**config.mk**
```make
export PLATFORM = sky130hd
export DESIGN_NAME = mrtd_cell
export DESIGN_NICKNAME = d
export VERILOG_FILES = /design/src/rtl/mrtd_pkg.sv /design/src/rtl/mrtd_cell.sv
export SDC_FILE = /design/constraint.sdc
export NUM_CORES = 1
export LEC_CHECK = 0
export BUFFER_PORTS_ARGS = -buffer_cell sky130_fd_sc_hd__buf_2
export CAP_MARGIN = 20
export CORE_AREA = 2 2 212 214
export DETAILED_ROUTE_END_ITERATION = 10
export DIE_AREA = 0 0 214 216
export GPL_TIMING_DRIVEN = 1
export PLACE_DENSITY = 0.59
export SLEW_MARGIN = 10
export SYNTH_ARGS = -nofsm -noshare
export SYNTH_HDL_FRONTEND = slang
export SYNTH_SLANG_ARGS = --single-unit
```
**constraint.sdc**
```tcl
create_clock -name clk_i -period 5.11 [get_ports clk_i]
set_input_delay 0 -clock clk_i [delete_from_list [all_inputs] [get_ports clk_i]]
set_output_delay 0 -clock clk_i [all_outputs]
set_load 0.05 [all_outputs]
```
**src/rtl/mrtd_pkg.sv**
```systemverilog
// ----------------------------------------------------------------------------
// MMIO region table decoder package
// Shared types and codes for the region cells and the decoder core.
// ----------------------------------------------------------------------------
package mrtd_pkg;

  localparam int AddrW    = 64;
  localparam int HandlerW = 8;
  localparam int SlotW    = 4;
  localparam int InDataW  = 144;
  localparam int OutDataW = 16;

  typedef enum logic [1:0] {
    OP_REGISTER = 2'd0,
    OP_READ     = 2'd1,
    OP_WRITE    = 2'd2
  } opcode_e;

  typedef enum logic [2:0] {
    ST_SUCCESS     = 3'd0,
    ST_OVERLAP     = 3'd1,
    ST_NOT_HANDLED = 3'd2,
    ST_DENIED      = 3'd3,
    ST_FULL        = 3'd4
  } status_e;

  // One stored region. The end address is exclusive.
  typedef struct packed {
    logic [AddrW-1:0]    base;
    logic [AddrW-1:0]    lim;
    logic [HandlerW-1:0] handler;
    logic                rd_ok;
    logic                wr_ok;
  } region_t;

  // Control from the core to one cell.
  typedef struct packed {
    logic capture;  // register the compare flags for a new item
    logic cmp_le;   // access lookup: base <= key, otherwise base < key
    logic shift;    // take the left neighbour's region
    logic load;     // take the new region
  } cell_ctrl_t;

  // Compare results registered in one cell.
  typedef struct packed {
    logic below;            // base below (or at, for accesses) the key
    logic key_lt_end;       // key below the stored end
    logic base_lt_new_end;  // stored base below the new region's end
  } cell_flags_t;

endpackage

```
**src/rtl/mrtd_cell.sv**
```systemverilog
// ----------------------------------------------------------------------------
// MMIO region table cell
// Holds one sorted region, compares it against the incoming key and shifts
// its region to the right-hand neighbour when a new region is inserted.
// ----------------------------------------------------------------------------
module mrtd_cell
  import mrtd_pkg::*;
(
  input  logic              clk_i,
  input  cell_ctrl_t        ctrl_i,
  input  logic [AddrW-1:0]  key_i,
  input  logic [AddrW-1:0]  new_end_i,
  input  region_t           left_i,
  input  region_t           new_i,
  output region_t           region_o,
  output cell_flags_t       flags_o
);

  region_t     region_q, region_d;
  cell_flags_t flags_q, flags_d;

  always_comb begin
    region_d = region_q;
    if (ctrl_i.load) begin
      region_d = new_i;
    end else if (ctrl_i.shift) begin
      region_d = left_i;
    end
  end

  always_comb begin
    flags_d                 = flags_q;
    if (ctrl_i.capture) begin
      flags_d.below           = ctrl_i.cmp_le ? (region_q.base <= key_i)
                                              : (region_q.base < key_i);
      flags_d.key_lt_end      = key_i < region_q.lim;
      flags_d.base_lt_new_end = region_q.base < new_end_i;
    end
  end

  always_ff @(posedge clk_i) begin
    region_q <= region_d;
    flags_q  <= flags_d;
  end

  assign region_o = region_q;
  assign flags_o  = flags_q;

endmodule

```
Word level (Yosys, flattened, before mapping)
Cells that the tools add are included.
- register bits after elaboration: 141
- output and inout port bits: 141
- word-level logic and storage cells: 16
- $lt $le $gt $ge: 4
- muxes and demuxes: 3
- reduce and logical (&&, ||, !) cells: 1
- operators by type and width (kind ; count):
    $mux 138 ; 2
    $lt 64x64->1 ; 3
    $le 64x64->1 ; 1
    $reduce_bool 2->1 ; 1
    $mux 1 ; 1

Depth between registers and ports, before layout
- depth after elaboration: 2
- depth in mapped cells: 8
- depth with buffers taken out: 8

Worst setup path after synthesis
No wires, ideal clock.
- path kind: input port to flip-flop
- start point: input port ctrl_i[0] in the netlist's numbering
- end point: register region_q (netlist bit region_o[0]) (enable)
- slack: 2.209 ns
- path buffers: 2
- arrival: 2.462 ns
- library setup time: 0.439 ns
- cell stages on the path: 3
- cell sequence: buf_1 > clkbuf_1 > or2_2
- longest elaborated chain between the ends: 1
- ends and longest elaborated chain (element ; line ; text):
    start, declared ; mrtd_cell.sv:10 ; input cell_ctrl_t ctrl_i,
    $reduce_bool 2->1 (no line) ; -- ;
    end signal, assigned ; mrtd_cell.sv:42 ; region_q <= region_d;
    end, declared ; mrtd_cell.sv:19 ; region_t region_q, region_d;
Every way passes these cells.
A chain may end at the register's enable or synchronous reset.

Final worst setup path
- start point: register region_q (netlist bit region_o[47])
- end point: register flags_q (netlist bit flags_o[1]), data pin
- longest elaborated chain between the ends: 1
- ends and longest elaborated chain (element ; line ; text):
    $lt 64x64->1 ; mrtd_cell.sv:36 ; flags_d.key_lt_end = key_i < region_q.lim;
    end signal, assigned ; mrtd_cell.sv:43 ; flags_q <= flags_d;
    end, declared ; mrtd_cell.sv:20 ; cell_flags_t flags_q, flags_d;
Every way passes these cells.

==> summary.txt <==
Placement
  • # port buffers: 549
  • DP HPWL: 33900 µm
  • Dpl cell area: 14100 µm²
  • Dpl cells: 2110
  • Place WS: between 1.5 and 2 ns
  • RePlAce Congestion: between 0.9 and 1

Synthesis
  • Mean post-synth cell area: 10.9 µm²
  • Ys flop type: edfxtp_1
  • Post-synth EDFFs: 141
  • FFs w/ async S/R, synth: 0%
  • Yosys warning count: 0
  • Synth unique cells: 44
  • Mapped Nets: 1577
  • Synthesized flop and latch total: between 100 and 150
  • Mapped Area: around 11000 µm²
  • Post-synthesis sequential area ratio: between 30% and 40%
  • Syn Inst Count: 978

Routing
  • Via/cell ratio: 4.43
  • 1st-pass router iterations: 5
  • Final WL: 43200 µm
  • Residual DRC: 0
  • First DRT Iteration DRCs: around 330
  • Vias: 10700
  • DRT antenna net count: 0
  • WL per Instance: 17.8 µm

Timing
  • Clock skew: about 0.016 ns
  • RSZ-0062 raised after global routing: no
  • Max-slew violations: 0
  • Final worst setup slack: around 1.9 ns
  • Period Utilization, post-route: ~63%
  • Worst-margin pin slew: roughly 1.1 ns
  • Relative slew slack: between 20% and 30%
  • F_max: 309 MHz
  • Final Setup Violations: 0
  • Post-Route Setup TNS: 0 ns
  • Endpoints failing hold: 0
  • Minimum clock period: 3.24 ns

CTS
  • Cts hold-fix bufs: 278
  • Post-CTS setup buffer count: 0
  • Clock root buffer: clkbuf_16
  • CTS Buffer Depth: 2
  • H-tree depth: 4
  • CTS buffer count: 17
  • Clock-pin slew on the worst setup and hold paths: 0.06 ns
  • CTS Sinks: about 140
  • Worst skew pair latency: 0.48 ns
  • CTS tree: yes
  • Post_cts resized: 0

Cells and area
  • Most frequent cells in the layout: buf_2 (548), dlygate4sd3_1 (278), inv_1 (197)
  • Most common cell after layout, fill and taps aside: buf_2
  • Share of layout cells above drive strength 1: around 40%
  • Layout area overhead: 65.1%
  • Finished Cell Area: 17600 µm²
  • Layout Cells excl Fill: 2422
  • Final net count: 2414

Floorplan
  • Vert. Die Dim: 216 µm
  • Die Area: 46200 µm²
  • Io pins: 550
  • Core Footprint: 43800 µm²
  • Initial Utilization: 24.3%
  • Die W: 214 µm
  • Rows: 77

GRT
  • Vias in the first global route: between 10000 and 15000
  • Pin count of the biggest net entering global routing: 67
  • Overflow after GRT: 0
  • All-Layer GR Usage: a little under a fifth
  • Global-route wire length before repair: 64300 µm
  • Antenna violations before repair: 2

Critical path
  • WP data required: 5.40 ns
  • Worst setup SP type: flop
  • Critical path peak fanout: 2
  • Arr. time, crit path: 3.53 ns
  • Crit. End Element: flop
  • CP Class: reg2reg

Power and ir drop
  • Total power: 0.00464 W
  • Leakage: 8.77 nW
  • Cell Pwr Density: between 200 and 300 nW/µm²
  • Worst vdd rail ir drop: roughly 0.30 mV

Hold path
  • Hold Path Class: in2reg

Run
  • Max-cap violations: 0

Run status
  • Outcome: finished clean
-- critical path: stages, from the launching register on --
cell	delay, ns
edfxtp_1	0.39
inv_1	0.08
ha_1	0.24
o21ai_0	0.24
a221oi_1	0.14
a311o_1	0.36
a2111oi_1	0.92
o22ai_1	0.37
nor3b_1	0.32
-- Yosys cell counts, types with 2 or more instances --
library cell / instances / share of area (%)
mux2_2: 138 / 15
nor2b_1: 3 / 0.18
nor3b_1: 2 / 0.14
buf_1: 3 / 0.11
a22oi_1: 2 / 0.14
a31oi_1: 2 / 0.12
nand4b_1: 2 / 0.16
nand4_1: 25 / 1.5
and4_1: 7 / 0.58
clkbuf_1: 12 / 0.42
nand3_1: 18 / 0.85
ha_1: 190 / 22
a211o_1: 2 / 0.16
nor3_1: 5 / 0.23
a221oi_1: 8 / 0.66
nand2b_1: 3 / 0.18
inv_1: 197 / 6.9
a21o_1: 21 / 1.5
o21a_1: 2 / 0.14
a21oi_1: 72 / 3.4
edfxtp_1: 141 / 40
o211ai_1: 5 / 0.35
a211oi_1: 4 / 0.28
o21ai_0: 29 / 1.4
nor2_1: 16 / 0.56
nand2_1: 46 / 1.6
and2_1: 2 / 0.12
nor4_1: 5 / 0.29
-- worst paths after layout --
kind | start | end | slack [ns] | depth (start not counted)
setup / recovery | region_o[47]$_DFFE_PP_ | flags_o[1]$_DFFE_PP_ | 1.87 | 8
hold reg to reg | region_o[97]$_DFFE_PP_ | flags_o[0]$_DFFE_PP_ | 1.02 | 3
hold / removal | key_i[15] | flags_o[1]$_DFFE_PP_ | 0.18 | 5
setup reg to reg | region_o[47]$_DFFE_PP_ | flags_o[1]$_DFFE_PP_ | 1.87 | 8
-- registers in the layout, summed over array words and instances, names as in the netlist --
signal / count
flags_o: 3
region_o: 138
-- layout make-up --
| class | instances | area [µm²] |
|---|---|---|
| Tap cell | 592 | 741 |
| Sequential cell | 141 | 4230 |
| Clock buffer | 19 | 433 |
| Antenna cell | 2 | 5.00 |
| Timing Repair Buffer | 833 | 5590 |
| Multi-Input combinational cell | 625 | 5620 |
| Clock inverter | 13 | 211 |
| Fill cell | 4171 | 26300 |
| Inverter | 197 | 739 |
-- power by group --
part	internal (W)	switching (W)	total, W
clock network	0.000868	0.000551	0.00142
registers	0.00143	0.000109	0.00154
logic	0.000679	0.00100	0.00168
-- cell families after synthesis --
| group | count (synthesis) | share of synthesized area [%] |
|---|---|---|
| buffers and inverters | 212 | 7.47 |
| adder cells (fa/ha/maj) | 190 | 22.3 |
| multiplexers | 138 | 14.6 |
| AO/OA/AOI/OAI | 158 | 8.98 |
| AND/OR/NAND/NOR | 139 | 6.86 |
| flip-flops | 141 | 39.8 |
-- stage by stage --
step	hold slack (ns)	utilization, %
4_1_cts	0.119	40.1
5_1_grt	0.198	40.1
2_1_floorplan	0.112	-
6_report	0.180	40.1
3_5_place_dp	0.304	32.3
3_3_place_gp	0.302	32.3
-- per-layer routing --
| layer | wire [µm] | share of wire, % | track usage [%] | vias to the layer above |
|---|---|---|---|---|
| met3 | 2870 | 6.6 | 5.12 | 58 |
| met5 | 0 | 0 | 0 | - |
| li1 | - | - | - | 5215 |
| met2 | 21800 | 50 | 33.0 | 443 |
| met1 | 17400 | 40 | 20.6 | 5007 |
| met4 | 1160 | 2.7 | 8.00 | 0 |
Note: power is estimated with default switching activity, not from simulation.
